[config.mk]
export PLATFORM = sky130hd
export DESIGN_NAME = delta_list_timer_queue
export DESIGN_NICKNAME = d
export VERILOG_FILES = /design/src/rtl/dltq_pkg.sv /design/src/rtl/dltq_datapath.sv /design/src/rtl/dltq_ctrl.sv /design/src/rtl/delta_list_timer_queue.sv
export SDC_FILE = /design/constraint.sdc
export NUM_CORES = 1
export LEC_CHECK = 0
export BUFFER_PORTS_ARGS = -buffer_cell sky130_fd_sc_hd__buf_2
export CORE_ASPECT_RATIO = 1.1
export CORE_MARGIN = 2
export CORE_UTILIZATION = 45
export CTS_CLUSTER_SIZE = 20
export DETAILED_ROUTE_END_ITERATION = 12
export GPL_ROUTABILITY_DRIVEN = 0
export RECOVER_POWER = 50
export SYNTH_ARGS = -nofsm -noshare
export SYNTH_HDL_FRONTEND = slang
export SYNTH_SLANG_ARGS = --single-unit
[constraint.sdc]
create_clock -name i_clk -period 7.9 [get_ports i_clk]
set_clock_uncertainty 0.2 [all_clocks]
set_input_delay 1.58 -clock i_clk [delete_from_list [all_inputs] [get_ports i_clk]]
set_output_delay 1.58 -clock i_clk [all_outputs]
set_load 0.02 [all_outputs]
[src/rtl/dltq_pkg.sv]
`timescale 1ns / 1ps
`default_nettype none
// ----------------------------------------------------------------------------
// dltq_pkg
// Types and constants shared by the delta list timer queue modules.
// ----------------------------------------------------------------------------
package dltq_pkg;

    // Width in bits of a delta or an interval, which count ticks.
    localparam int DELTA_W = 16;

    // Operation codes of an input transaction.
    localparam logic [1:0] OP_TICK  = 2'd0;
    localparam logic [1:0] OP_START = 2'd1;
    localparam logic [1:0] OP_STOP  = 2'd2;

    // One input transaction.
    typedef struct packed {
        logic [1:0]         op;
        logic [3:0]         tmr_sel;
        logic [DELTA_W-1:0] interval;
        logic               repeat_req;
    } t_in_item;

    // One result transaction.
    typedef struct packed {
        logic       expired_valid;
        logic [3:0] expired_id;
        logic       accepted;
        logic       last;
    } t_out_item;

    // Source of the node memory read address.
    typedef enum logic [1:0] {
        RD_HEAD,
        RD_NODE,
        RD_LINKQ
    } t_rd_sel;

    // Commands from the controller to the datapath.
    typedef struct packed {
        logic    load_in;
        logic    start_setup;
        logic    reload_setup;
        logic    stop_setup;
        logic    tick_dec;
        logic    pop;
        logic    walk_step;
        logic    walk_split;
        logic    link_fin;
        logic    link_prev;
        logic    unl_step;
        logic    unl_found;
        logic    unl_add;
        logic    emit;
        logic    emit_exp;
        logic    emit_acc;
        logic    emit_last;
        t_rd_sel rd_sel;
    } t_dp_cmd;

    // Status from the datapath to the controller.
    typedef struct packed {
        logic [1:0] op;
        logic       id_ok;
        logic       id_running;
        logic       head_nil;
        logic       link_nil;
        logic       prev_nil;
        logic       node_is_t;
        logic       delta_le;
        logic       dec_zero;
        logic       delta_nz;
        logic       node_repeat;
        logic       out_free;
    } t_dp_status;

endpackage
`default_nettype wire

[src/rtl/dltq_datapath.sv]
`timescale 1ns / 1ps
`default_nettype none
// ----------------------------------------------------------------------------
// dltq_datapath
// Node memories, list pointers, walk registers and the result register.
// ----------------------------------------------------------------------------
module dltq_datapath #(
    parameter int NUM_TIMERS = 16
) (
    input  wire logic                 i_clk,
    input  wire logic                 i_rst_n,
    input  wire dltq_pkg::t_in_item   i_in_item,
    input  wire dltq_pkg::t_dp_cmd    i_cmd,
    output dltq_pkg::t_dp_status      o_status,
    output logic                      o_out_valid,
    input  wire logic                 i_out_ready,
    output dltq_pkg::t_out_item       o_out_item
);

    localparam int AW = $clog2(NUM_TIMERS);
    localparam int LW = $clog2(NUM_TIMERS + 1);
    localparam logic [LW-1:0] NIL = LW'(NUM_TIMERS);
    localparam int DW = dltq_pkg::DELTA_W;

    // Node memories: delta over predecessor, successor link, reload interval.
    logic [DW-1:0] delta_mem  [NUM_TIMERS];
    logic [LW-1:0] link_mem   [NUM_TIMERS];
    logic [DW-1:0] reload_mem [NUM_TIMERS];

    logic [DW-1:0] r_delta_q;
    logic [LW-1:0] r_link_q;
    logic [DW-1:0] r_reload_q;

    logic [LW-1:0] r_head;
    logic [LW-1:0] r_node;
    logic [LW-1:0] r_prev;
    logic [LW-1:0] r_t;
    logic [DW-1:0] r_rem;
    logic [1:0]    r_op;
    logic [3:0]    r_id;
    logic [DW-1:0] r_ival;
    logic          r_rep;

    logic [NUM_TIMERS-1:0] r_running;
    logic [NUM_TIMERS-1:0] r_repeat;

    logic                r_out_valid;
    dltq_pkg::t_out_item r_out_item;

    logic [LW-1:0] rd_addr;
    logic [AW-1:0] id_idx;
    logic          id_ok;
    logic          dw_en;
    logic [LW-1:0] dw_addr;
    logic [DW-1:0] dw_data;
    logic          lw_en;
    logic [LW-1:0] lw_addr;
    logic [LW-1:0] lw_data;
    logic [DW-1:0] dec_delta;

    assign id_ok     = (32'(r_id) < NUM_TIMERS);
    assign id_idx    = AW'(r_id);
    assign dec_delta = (r_delta_q != '0) ? (r_delta_q - 1'b1) : '0;

    // Read address select; all three memories read the same node.
    always_comb begin
        case (i_cmd.rd_sel)
            dltq_pkg::RD_NODE:  rd_addr = r_node;
            dltq_pkg::RD_LINKQ: rd_addr = r_link_q;
            default:            rd_addr = r_head;
        endcase
    end

    // Delta memory write port.
    always_comb begin
        dw_en   = 1'b0;
        dw_addr = r_head;
        dw_data = dec_delta;
        if (i_cmd.tick_dec) begin
            dw_en = 1'b1;
        end else if (i_cmd.walk_split) begin
            dw_en   = 1'b1;
            dw_addr = r_node;
            dw_data = r_delta_q - r_rem;
        end else if (i_cmd.link_fin) begin
            dw_en   = 1'b1;
            dw_addr = r_t;
            dw_data = r_rem;
        end else if (i_cmd.unl_add) begin
            dw_en   = 1'b1;
            dw_addr = r_node;
            dw_data = r_delta_q + r_rem;
        end
    end

    // Link memory write port.
    always_comb begin
        lw_en   = 1'b0;
        lw_addr = r_t;
        lw_data = r_node;
        if (i_cmd.link_fin) begin
            lw_en = 1'b1;
        end else if (i_cmd.link_prev) begin
            lw_en   = 1'b1;
            lw_addr = r_prev;
            lw_data = r_t;
        end else if (i_cmd.unl_found && (r_prev != NIL)) begin
            lw_en   = 1'b1;
            lw_addr = r_prev;
            lw_data = r_link_q;
        end
    end

    // Memory reads, registered.
    always_ff @(posedge i_clk) begin
        r_delta_q  <= delta_mem[rd_addr[AW-1:0]];
        r_link_q   <= link_mem[rd_addr[AW-1:0]];
        r_reload_q <= reload_mem[rd_addr[AW-1:0]];
    end

    // Memory writes.
    always_ff @(posedge i_clk) begin
        if (dw_en) begin
            delta_mem[dw_addr[AW-1:0]] <= dw_data;
        end
        if (lw_en) begin
            link_mem[lw_addr[AW-1:0]] <= lw_data;
        end
        if (i_cmd.start_setup) begin
            reload_mem[id_idx] <= r_ival;
        end
    end

    // List head, timer flags and result valid.
    always_ff @(posedge i_clk) begin
        if (!i_rst_n) begin
            r_head      <= NIL;
            r_running   <= '0;
            r_repeat    <= '0;
            r_out_valid <= 1'b0;
        end else begin
            if (i_cmd.pop) begin
                r_head <= r_link_q;
                r_running[r_head[AW-1:0]] <= 1'b0;
            end
            if (i_cmd.link_fin) begin
                r_running[r_t[AW-1:0]] <= 1'b1;
                if (r_prev == NIL) begin
                    r_head <= r_t;
                end
            end
            if (i_cmd.unl_found) begin
                r_running[r_t[AW-1:0]] <= 1'b0;
                if (r_prev == NIL) begin
                    r_head <= r_link_q;
                end
            end
            if (i_cmd.start_setup) begin
                r_repeat[id_idx] <= r_rep;
            end
            if (i_cmd.emit) begin
                r_out_valid <= 1'b1;
            end else if (i_out_ready) begin
                r_out_valid <= 1'b0;
            end
        end
    end

    // Captured transaction, walk registers and result payload.
    always_ff @(posedge i_clk) begin
        if (i_cmd.load_in) begin
            r_op   <= i_in_item.op;
            r_id   <= i_in_item.tmr_sel;
            r_ival <= (i_in_item.interval == '0) ? DW'(1) : i_in_item.interval;
            r_rep  <= i_in_item.repeat_req;
        end
        if (i_cmd.start_setup) begin
            r_t    <= LW'(r_id);
            r_rem  <= r_ival;
            r_node <= r_head;
            r_prev <= NIL;
        end else if (i_cmd.reload_setup) begin
            r_t    <= r_node;
            r_rem  <= (r_reload_q == '0) ? DW'(1) : r_reload_q;
            r_node <= r_head;
            r_prev <= NIL;
        end else if (i_cmd.stop_setup) begin
            r_t    <= LW'(r_id);
            r_node <= r_head;
            r_prev <= NIL;
        end else if (i_cmd.walk_step) begin
            r_rem  <= r_rem - r_delta_q;
            r_prev <= r_node;
            r_node <= r_link_q;
        end else if (i_cmd.unl_step) begin
            r_prev <= r_node;
            r_node <= r_link_q;
        end else if (i_cmd.unl_found) begin
            r_rem  <= r_delta_q;
            r_node <= r_link_q;
        end else if (i_cmd.pop) begin
            r_node <= r_head;
        end
        if (i_cmd.emit) begin
            r_out_item.expired_valid <= i_cmd.emit_exp;
            r_out_item.expired_id    <= i_cmd.emit_exp ? 4'(r_node) : 4'd0;
            r_out_item.accepted      <= i_cmd.emit_acc;
            r_out_item.last          <= i_cmd.emit_last;
        end
    end

    // Status toward the controller.
    always_comb begin
        o_status.op          = r_op;
        o_status.id_ok       = id_ok;
        o_status.id_running  = id_ok && r_running[id_idx];
        o_status.head_nil    = (r_head == NIL);
        o_status.link_nil    = (r_link_q == NIL);
        o_status.prev_nil    = (r_prev == NIL);
        o_status.node_is_t   = (r_node == r_t);
        o_status.delta_le    = (r_delta_q <= r_rem);
        o_status.dec_zero    = (r_delta_q <= DW'(1));
        o_status.delta_nz    = (r_delta_q != '0);
        o_status.node_repeat = r_repeat[r_node[AW-1:0]];
        o_status.out_free    = !r_out_valid || i_out_ready;
    end

    assign o_out_valid = r_out_valid;
    assign o_out_item  = r_out_item;

endmodule
`default_nettype wire

[src/rtl/dltq_ctrl.sv]
`timescale 1ns / 1ps
`default_nettype none
// ----------------------------------------------------------------------------
// dltq_ctrl
// Sequencer for ticks, sorted inserts and unlinks over the delta list.
// ----------------------------------------------------------------------------
module dltq_ctrl (
    input  wire logic                 i_clk,
    input  wire logic                 i_rst_n,
    input  wire logic                 i_in_valid,
    output logic                      o_in_ready,
    input  wire dltq_pkg::t_dp_status i_status,
    output dltq_pkg::t_dp_cmd         o_cmd
);

    typedef enum logic [3:0] {
        S_IDLE,
        S_DISPATCH,
        S_RESP,
        S_TICK_DEC,
        S_POP_RD,
        S_POP_HEAD,
        S_POP_CHK,
        S_POP_EMIT,
        S_RELOAD_GO,
        S_LINK_WALK,
        S_LINK_FIN,
        S_LINK_PREV,
        S_UNL_WALK,
        S_UNL_ADD
    } t_state;

    t_state r_state;
    t_state n_state;
    t_state done_state;
    logic   r_acc;
    logic   n_acc;
    logic   r_last;
    logic   n_last;
    logic   r_in_tick;
    logic   n_in_tick;

    assign o_in_ready = (r_state == S_IDLE);

    // Where an insert goes when it is linked: back to popping, to idle after the last expiry, or to the response.
    always_comb begin
        if (r_in_tick) begin
            done_state = r_last ? S_IDLE : S_POP_RD;
        end else begin
            done_state = S_RESP;
        end
    end

    // Next state and datapath commands.
    always_comb begin
        n_state   = r_state;
        n_acc     = r_acc;
        n_last    = r_last;
        n_in_tick = r_in_tick;
        o_cmd        = '0;
        o_cmd.rd_sel = dltq_pkg::RD_HEAD;
        case (r_state)
            S_IDLE: begin
                if (i_in_valid) begin
                    o_cmd.load_in = 1'b1;
                    n_state       = S_DISPATCH;
                end
            end
            S_DISPATCH: begin
                n_acc = 1'b0;
                case (i_status.op)
                    dltq_pkg::OP_TICK: begin
                        if (i_status.head_nil) begin
                            n_state = S_RESP;
                        end else begin
                            n_in_tick = 1'b1;
                            n_state   = S_TICK_DEC;
                        end
                    end
                    dltq_pkg::OP_START: begin
                        if (i_status.id_ok && !i_status.id_running) begin
                            o_cmd.start_setup = 1'b1;
                            n_in_tick         = 1'b0;
                            n_state = i_status.head_nil ? S_LINK_FIN : S_LINK_WALK;
                        end else begin
                            n_state = S_RESP;
                        end
                    end
                    dltq_pkg::OP_STOP: begin
                        if (i_status.id_ok && i_status.id_running) begin
                            o_cmd.stop_setup = 1'b1;
                            n_state          = S_UNL_WALK;
                        end else begin
                            n_state = S_RESP;
                        end
                    end
                    default: begin
                        n_state = S_RESP;
                    end
                endcase
            end
            S_RESP: begin
                if (i_status.out_free) begin
                    o_cmd.emit      = 1'b1;
                    o_cmd.emit_acc  = r_acc;
                    o_cmd.emit_last = 1'b1;
                    n_state         = S_IDLE;
                end
            end
            S_TICK_DEC: begin
                // Head data is at hand: decrement, and pop when it reaches zero.
                o_cmd.tick_dec = 1'b1;
                if (!i_status.dec_zero) begin
                    n_state = S_RESP;
                end else begin
                    o_cmd.pop = 1'b1;
                    if (i_status.link_nil) begin
                        n_last  = 1'b1;
                        n_state = S_POP_EMIT;
                    end else begin
                        o_cmd.rd_sel = dltq_pkg::RD_LINKQ;
                        n_state      = S_POP_CHK;
                    end
                end
            end
            S_POP_RD: begin
                n_state = S_POP_HEAD;
            end
            S_POP_HEAD: begin
                // The head is known to have a zero delta here.
                o_cmd.pop = 1'b1;
                if (i_status.link_nil) begin
                    n_last  = 1'b1;
                    n_state = S_POP_EMIT;
                end else begin
                    o_cmd.rd_sel = dltq_pkg::RD_LINKQ;
                    n_state      = S_POP_CHK;
                end
            end
            S_POP_CHK: begin
                // The popped entry is the final one if its successor is not due.
                n_last  = i_status.delta_nz;
                n_state = S_POP_EMIT;
            end
            S_POP_EMIT: begin
                if (i_status.out_free) begin
                    o_cmd.emit      = 1'b1;
                    o_cmd.emit_exp  = 1'b1;
                    o_cmd.emit_last = r_last;
                    if (i_status.node_repeat) begin
                        o_cmd.rd_sel = dltq_pkg::RD_NODE;
                        n_state      = S_RELOAD_GO;
                    end else if (r_last) begin
                        n_state = S_IDLE;
                    end else begin
                        n_state = S_POP_RD;
                    end
                end
            end
            S_RELOAD_GO: begin
                o_cmd.reload_setup = 1'b1;
                n_state = i_status.head_nil ? S_LINK_FIN : S_LINK_WALK;
            end
            S_LINK_WALK: begin
                // Pass every entry whose delta fits in what is left.
                if (i_status.delta_le) begin
                    o_cmd.walk_step = 1'b1;
                    if (i_status.link_nil) begin
                        n_state = S_LINK_FIN;
                    end else begin
                        o_cmd.rd_sel = dltq_pkg::RD_LINKQ;
                    end
                end else begin
                    o_cmd.walk_split = 1'b1;
                    n_state          = S_LINK_FIN;
                end
            end
            S_LINK_FIN: begin
                o_cmd.link_fin = 1'b1;
                if (i_status.prev_nil) begin
                    n_acc   = 1'b1;
                    n_state = done_state;
                end else begin
                    n_state = S_LINK_PREV;
                end
            end
            S_LINK_PREV: begin
                o_cmd.link_prev = 1'b1;
                n_acc           = 1'b1;
                n_state         = done_state;
            end
            S_UNL_WALK: begin
                if (i_status.node_is_t) begin
                    o_cmd.unl_found = 1'b1;
                    n_acc           = 1'b1;
                    if (i_status.link_nil) begin
                        n_state = S_RESP;
                    end else begin
                        o_cmd.rd_sel = dltq_pkg::RD_LINKQ;
                        n_state      = S_UNL_ADD;
                    end
                end else begin
                    o_cmd.unl_step = 1'b1;
                    o_cmd.rd_sel   = dltq_pkg::RD_LINKQ;
                end
            end
            S_UNL_ADD: begin
                // The successor takes over the removed entry's delta.
                o_cmd.unl_add = 1'b1;
                n_state       = S_RESP;
            end
            default: begin
                n_state = S_IDLE;
            end
        endcase
    end

    // State and control registers.
    always_ff @(posedge i_clk) begin
        if (!i_rst_n) begin
            r_state   <= S_IDLE;
            r_acc     <= 1'b0;
            r_last    <= 1'b0;
            r_in_tick <= 1'b0;
        end else begin
            r_state   <= n_state;
            r_acc     <= n_acc;
            r_last    <= n_last;
            r_in_tick <= n_in_tick;
        end
    end

endmodule
`default_nettype wire

[src/rtl/delta_list_timer_queue.sv]
`timescale 1ns / 1ps
`default_nettype none
// ----------------------------------------------------------------------------
// delta_list_timer_queue
// Software timers kept in one expiry-sorted list of deltas over the entry
// before; ticks pop due timers, starts insert in order, stops unlink.
//
// Channel   Direction  Handshake                   Payload
// input     in         i_in_valid / o_in_ready     i_in_item  (t_in_item)
// result    out        o_out_valid / i_out_ready   o_out_item (t_out_item)
//
// A start or a stop walks past the entries ahead of its place in the list, and
// each popped timer that repeats is put back in by an insert walk.
// The walk rate is set by the node memories: each step's read address is the
// link read in the cycle before. No clearing pass is needed after reset.
// A stalled result holds in the output register; the sequencer waits only
// when it has a further result to place there.
// ----------------------------------------------------------------------------
module delta_list_timer_queue #(
    parameter int NUM_TIMERS = 16
) (
    input  wire logic                i_clk,
    input  wire logic                i_rst_n,
    input  wire logic                i_in_valid,
    output logic                     o_in_ready,
    input  wire dltq_pkg::t_in_item  i_in_item,
    output logic                     o_out_valid,
    input  wire logic                i_out_ready,
    output dltq_pkg::t_out_item      o_out_item
);

    dltq_pkg::t_dp_cmd    cmd;
    dltq_pkg::t_dp_status status;

    // Sequencer.
    dltq_ctrl u_ctrl (
        .i_clk      (i_clk),
        .i_rst_n    (i_rst_n),
        .i_in_valid (i_in_valid),
        .o_in_ready (o_in_ready),
        .i_status   (status),
        .o_cmd      (cmd)
    );

    // Node storage and list registers.
    dltq_datapath #(
        .NUM_TIMERS (NUM_TIMERS)
    ) u_datapath (
        .i_clk       (i_clk),
        .i_rst_n     (i_rst_n),
        .i_in_item   (i_in_item),
        .i_cmd       (cmd),
        .o_status    (status),
        .o_out_valid (o_out_valid),
        .i_out_ready (i_out_ready),
        .o_out_item  (o_out_item)
    );

endmodule
`default_nettype wire

Word-level counts from Yosys, hierarchy flattened
Memories as Yosys holds them, arrays and structs flattened. A register that Yosys moved wholly into a read port is not among the register bits.
Index checks and enable logic that the tools add are counted.
{ "totals": {"register_bits": 106, "elab_cells": 235, "mem_bits_rw": 592, "n_memories": 3, "inputBits": 27} }
{ "memory_table": {"columns": ["memory", "words", "width", "read_ports", "rd_clocked_by_memory_dff", "wr", "line_no", "source"], "rows": [
  ["u_datapath.delta_mem", 16, 16, 1, 1, 1, "dltq_datapath.sv:26", "logic [DW-1:0] delta_mem [NUM_TIMERS];"],
  ["u_datapath.reload_mem", 16, 16, 1, 1, 1, "dltq_datapath.sv:28", "logic [DW-1:0] reload_mem [NUM_TIMERS];"],
  ["u_datapath.link_mem", 16, 5, 1, 1, 1, "dltq_datapath.sv:27", "logic [LW-1:0] link_mem [NUM_TIMERS];"]
]} }
{ "op_classes": {"n_reduce_logical": 27, "mux": 133, "eq_ne": 33, "bitwise": 5, "add_sub_neg": 4, "magnitude_cmp": 9} }
{ "op_table": {"columns": ["op", "count"], "rows": [
  ["$mux W16", 17],
  ["$mux W5", 19],
  ["$mux W4", 21],
  ["$pmux W4 S14", 1],
  ["$mux W1", 50],
  ["$and A16 B16 Y16", 2],
  ["$logic_not A16 Y1", 2],
  ["$not A16 Y16", 2],
  ["$sub A16 B16 Y16", 2],
  ["$eq A4 B4 Y1 const B", 6],
  ["$lt A4 B5 Y1 const B", 4],
  ["$add A16 B16 Y16", 1],
  ["$bwmux W16", 1],
  ["$eq A4 B3 Y1 const B", 4],
  ["$le A16 B1 Y1 const B", 1],
  ["$le A16 B16 Y1", 1],
  ["$mux W2", 8],
  ["$or A16 B16 Y16", 1],
  ["$reduce_bool A16 Y1", 1],
  ["$sub A16 B1 Y16 const B", 1],
  ["$eq A5 B5 Y1 const B", 3],
  ["$ne A2 B2 Y1 const B", 7],
  ["$demux W1 S4", 3],
  ["$ge A4 B1 Y1 const B", 3],
  ["32 further kinds", 50]
]} }

Logic depth before layout (Yosys ltp)
{ "depth": {"word_depth": 13, "depth_mapped": 21, "mapped_depth_nobuf": 19} }

By module
A second synthesis with hierarchy kept.
{ "hier_totals": {"hier_cells": 2185, "area_unflattened_um2": 32607.5} }
{ "by_module_without_submodules": {"columns": ["module", "instances", "cells_each", "area_each_um2", "seq_area_each_um2"], "rows": [
  ["dltq_datapath", 1, 2053, 31744.2, 21050.2],
  ["dltq_ctrl", 1, 132, 863.3, 140.1]
]} }

Worst setup path after synthesis
Ideal clock, no wire load.
{ "synth_timing": {"path_kind": "register to register", "startpoint": "register u_datapath.r_delta_q[0], read port of u_datapath.delta_mem", "endpoint": "register u_datapath.r_delta_q[1], read port of u_datapath.delta_mem", "t_required_ns": 7.567, "setup_ns": 0.133, "arrival_ns": 4.980, "n_path_buf": 3, "stages_incl_launch_ff": 22, "period_less_slack_ns": 5.312, "slack_ns": 2.588, "cell_sequence": "dfxtp_1 -> inv_1 -> ha_1 -> fa_1 -> nand2b_1 -> a21oi_1 -> o21ai_0 -> o21ai_0 -> a21oi_1 -> nor2_1 -> a22o_1 -> inv_1 -> ha_1 -> a22oi_1 -> nor2_1 -> a21oi_1 -> buf_2 -> clkbuf_1 -> buf_2 -> mux4_2 -> mux2i_1 -> a21oi_1"} }
{ "synth_between": {"elab_chain_cells": 5, "word_cells_on_any_way": 8, "classes_between": "order compare: 2; eq/ne: 2; mux: 4"} }
{ "synth_lines": {"columns": ["element", "line_no", "source"], "rows": [
  ["from (decl)", "dltq_datapath.sv:30", "logic [DW-1:0] r_delta_q;"],
  ["$le A16 B16 Y1 / $le A16 B1 Y1 (equally long branches)", "dltq_datapath.sv:221, dltq_datapath.sv:222", null],
  ["$mux W2, on equally long branches", "dltq_ctrl.sv:166, dltq_ctrl.sv:113", null],
  ["$pmux W2 S5 (*)", "dltq_ctrl.sv:62", "case (r_state)"],
  ["$eq A2 B2 Y1 / $eq A2 B1 Y1 (equally long branches)", "dltq_datapath.sv:67", "case (i_cmd.rd_sel)"],
  ["$pmux W4 S2 (*)", "dltq_datapath.sv:67", null]
]} }
Mark *: on every way between the ends. The rest lies on a longest branch, timed or not.
A chain may end at the register's enable or synchronous reset.

Final worst setup path
{ "layout_timing": {"startpoint": "register u_datapath.r_rem[3]", "endpoint": "register u_datapath.r_link_q[2], read port of u_datapath.link_mem"} }
{ "layout_between": {"elab_chain_cells": 5, "word_cells_on_any_way": 6, "classes_between": "order compare: 1; eq/ne: 2; mux: 3"} }
{ "layout_lines": {"columns": ["element", "line_no", "source"], "rows": [
  ["from (decl)", "dltq_datapath.sv:38", "logic [DW-1:0] r_rem;"],
  ["from (signal assigned)", "dltq_datapath.sv:179", "r_rem <= r_ival;"],
  ["from (signal assigned)", "dltq_datapath.sv:184", "r_rem <= (r_reload_q == '0) ? DW'(1) : r_reload_q;"],
  ["from (signal assigned)", "dltq_datapath.sv:192", "r_rem <= r_rem - r_delta_q;"],
  ["$le A16 B16 Y1 (*)", "dltq_datapath.sv:221", "o_status.delta_le = (r_delta_q <= r_rem);"],
  ["$mux W2 (*)", "dltq_ctrl.sv:166", "if (i_status.delta_le) begin"],
  ["$pmux W2 S5 (*)", "dltq_ctrl.sv:62", null],
  ["$eq A2 B2 Y1 / $eq A2 B1 Y1 (equally long branches)", "dltq_datapath.sv:67", null],
  ["$pmux W4 S2 (*)", "dltq_datapath.sv:67", null],
  ["to (decl)", "dltq_datapath.sv:31", "logic [LW-1:0] r_link_q;"]
]} }
Marked as above.

==> metrics.json <==
{
  "status": "finished with violations",
  "failed_checks": "capacitance limit, slew limit",
  "max-cap-violations": 9,
  "die_w_um": 258.0,
  "synth.net_count": 2158,
  "worstPathCellList": "inv_1 -> ha_1 -> o211ai_1 -> a21oi_1 -> o21ai_0 -> o21ai_0 -> a21oi_1 -> clkbuf_1 -> nor2_1 -> a22o_1 -> ha_1 -> nor2_1 -> a21oi_4 -> buf_4 -> mux4_2 -> nor2b_1 -> a211oi_1 -> a21oi_1",
  "place.detailed.instances": 2992,
  "signed_area_change_from_the_synthesized_netlist_to_the_final_layout_pct": 12.67,
  "fp.coreArea_sq_um": 70320,
  "post_layout_nonfiller_instances": 3136,
  "grt_overflow_total": 0,
  "final_layout_size_suffix_gt1_frac": 0.1751,
  "final_common_cell": "edfxtp_1",
  "route.detailed.drc": 0,
  "share_of_the_yosys_chip_area_belonging_to_registers": 0.6635,
  "grt_antenna_before_repair": 4,
  "placement_rows": 102,
  "io_pins": 36,
  "setup_tns_ns": 0,
  "synth.distinct_cells": 69,
  "fmax_ghz": 0.1447,
  "final_net_count": 2216,
  "first_iter_violations": 2225,
  "drt-wirelength-per-cell_um": 25.46,
  "vias_per_cell": 6.032,
  "worstSkewPairLatency_ns": 0.63,
  "ys_async_sr_fraction": 0,
  "cts_made_buffers": 78,
  "synth_seq_cells": 735,
  "rsz0062_at_grt": "no",
  "final.min_clock_period_ns": 6.909,
  "final_wl_mm": 79.84,
  "vdd_drop_max_mv": 0.2332,
  "synth_area_per_cell_sq_um": 15.37,
  "netlist_instances": 2078,
  "postCtsHoldBufs": 0,
  "cp_top_delay_family": "compound AO/OA/AOI/OAI gates",
  "ctsRootBufferMaster": "clkbuf_16",
  "crit_top_cell": "a21oi_1",
  "first_pass_grt_wire_length_mm": 119.9,
  "die-height_um": 283.4,
  "grt_pass1_vias": 18643,
  "preCtsSetupSlack_ns": 1.419,
  "start_kind": "flop",
  "worst_setup_path_end_kind": "flop",
  "crit_path_max_fanout": 43,
  "worst_slack_ns": 0.9915,
  "timing.slew.headroom": -0.2298,
  "worst_ep_required_time_ns": 8.20,
  "post_synth_instance_area_sq_um": 31940,
  "grt_usage": 0.2185,
  "cp.buffers_inverters": 3,
  "grt_start_max_net_pins": 78,
  "critical_path_data_arrival_time_ns": 7.20,
  "layout_common_cells": "647 x edfxtp_1, 158 x mux4_2, 138 x nor2_1",
  "cts-htree-levels": 3,
  "cellPowerDensity_nw_per_um2": 302.7,
  "vias": 18916,
  "power_leakage_nw": 12.03,
  "ys_warn_count": 0,
  "fp.dieArea_sq_um": 73130,
  "final_min_period_over_clock_period": 0.8745,
  "pin_slew_with_the_least_headroom_to_its_limit_ns": 1.845,
  "worst-setup-path-type": "reg2reg",
  "detailedRoute.firstPassIterationCount": 7,
  "postCtsResizedCells": 0,
  "tritoncts": "yes",
  "max_stage_delay_ns": 0.72,
  "crit_slowest_cell": "buf_4",
  "start_util": 0.4542,
  "postSynth.topFlopCell": "edfxtp_1",
  "number_of_enable_flip_flop_cells_after_synthesis": 647,
  "setup_slack_reg_to_reg_ns": 0.99,
  "io_buffers": 35,
  "drv_slew": 168,
  "fin_util": 0.5117,
  "timing_hold_violations_final": 0,
  "antenna_violating_nets_post_route": 0,
  "cts.reportedPaths.clkPinSlew_ns": 0.06,
  "tritoncts_num_sinks": 735,
  "cts_setup_buffers": 0,
  "min_path_type": "reg2reg",
  "place.detailed.hpwl_mm": 49.73,
  "maximum_buffer_depth_of_the_clock_tree": 3,
  "report.final.setup_viol": 0,
  "fin_hold_ws_ns": 0.2828
}
Yosys cell counts, types with 4 or more instances:
| cell type | number | area [sq um] |
|---|---|---|
| o21bai_1 | 6 | 45.04 |
| buf_1 | 18 | 67.56 |
| clkbuf_1 | 96 | 360.4 |
| a31oi_1 | 12 | 75.07 |
| o221ai_1 | 7 | 61.31 |
| or2_2 | 6 | 37.54 |
| nor3b_1 | 6 | 45.04 |
| nand3_1 | 27 | 135.1 |
| nor2b_1 | 48 | 300.3 |
| o31ai_1 | 5 | 37.54 |
| a221oi_1 | 8 | 70.07 |
| o211ai_1 | 8 | 60.06 |
| nor4_1 | 8 | 50.05 |
| a32oi_1 | 4 | 35.03 |
| mux2i_1 | 61 | 610.6 |
| dfxtp_1 | 88 | 1762 |
| a21oi_1 | 128 | 640.6 |
| nor2_1 | 147 | 551.8 |
| edfxtp_1 | 647 | 19430 |
| and3_1 | 6 | 37.54 |
| nand2_1 | 68 | 255.2 |
| inv_1 | 57 | 214.0 |
| a21o_1 | 4 | 30.03 |
| a22oi_1 | 18 | 135.1 |
| xor2_1 | 13 | 113.9 |
| o22ai_1 | 11 | 68.82 |
| xnor2_1 | 26 | 227.7 |
| a222oi_1 | 9 | 90.09 |
| a22o_1 | 6 | 52.55 |
| buf_2 | 10 | 50.05 |
| nand3b_1 | 10 | 75.07 |
| mux4_2 | 158 | 3558 |
| ha_1 | 50 | 625.6 |
| o41ai_1 | 5 | 43.79 |
| a221o_1 | 7 | 70.07 |
| nand2b_1 | 22 | 137.6 |
| nand4_1 | 5 | 31.28 |
| nor3_1 | 49 | 245.2 |
| o21a_1 | 7 | 52.55 |
| or3_1 | 10 | 62.56 |
| a211oi_1 | 42 | 315.3 |
| mux2_2 | 11 | 123.9 |
| o21ai_0 | 84 | 420.4 |
| and2_1 | 13 | 81.33 |
layer usage:
layer	vias to the layer above	GRT usage	routed length [um]	part of all wire
met3	117	0.03349	5685	0.071
met4	0	0.06329	1883	0.024
met5	-	0	0	0
li1	8300	-	-	-
met1	9737	0.3080	33660	0.42
met2	762	0.3536	38610	0.48
report_power, final:
group	internal [mW]	switching (mW)	leakage (nW)	total, mW
Combinational	0.765	1.37	4.24	2.14
Sequential	4.74	0.354	6.55	5.09
Clock	2.12	1.54	1.23	3.66
cell families after synthesis:
kind of cell    count (synthesis)  synth area share
simple gates                  437           0.06742
flops                         735            0.6635
compound gates                401           0.08043
buf+inv                       183           0.02213
xor+xnor                       39           0.01069
fa+ha+maj                      53           0.02147
mux                           230            0.1344
flip-flops by register name, indices dropped and copies added (netlist names), 2 cells and up:
name                   count
u_datapath.r_node          5
u_datapath.r_op            2
u_datapath.r_running      16
u_datapath.r_ival         16
u_datapath.r_prev          5
u_datapath.o_out_item      7
u_datapath.r_repeat       16
u_datapath.r_rem          16
u_datapath.r_reload_q     16
u_datapath.r_delta_q      16
u_datapath.reload_mem    256
u_datapath.link_mem       80
u_datapath.id_idx          4
u_datapath.r_head          5
u_ctrl.r_state             4
u_datapath.delta_mem     256
u_datapath.r_t             5
u_datapath.r_link_q        5
metrics by stage:
step	total power [mW]	cell area, sq um
global route	11.34	35990
detailed placement	7.287	33530
floorplan	6.519	31940
CTS	10.96	36090
global placement	7.239	33530
finish	10.89	35990
final cells by class:
type	instances	area [sq um]
tap	936	1171
clock buffer	106	2148
antenna	1	2.502
sequential	735	21190
multi-input combinational	1160	10200
clock inverter	37	411.6
timing repair buffer	103	645.6
inverter	58	217.7
fill	5798	34330
worst paths after layout:
check                                              from                       to  cells after the start
worst min register to register  u_datapath.r_running[6]  u_datapath.r_running[6]                      2
worst min-delay path            u_datapath.r_running[6]  u_datapath.r_running[6]                      2
worst max register to register      u_datapath.r_rem[3]   u_datapath.r_link_q[2]                     18
worst max-delay path                u_datapath.r_rem[3]   u_datapath.r_link_q[2]                     18
worst reg2reg max path: stages (launching register included):
cell and delay, ns:
edfxtp_1 0.40, inv_1 0.07, ha_1 0.49, o211ai_1 0.24, a21oi_1 0.08, o21ai_0 0.55
o21ai_0 0.26, a21oi_1 0.18, clkbuf_1 0.64, nor2_1 0.32, a22o_1 0.35, ha_1 0.58
nor2_1 0.15, a21oi_4 0.29, buf_4 0.72, mux4_2 0.63, nor2b_1 0.14, a211oi_1 0.43
a21oi_1 0.08
Power figures use the tool's default switching activity.
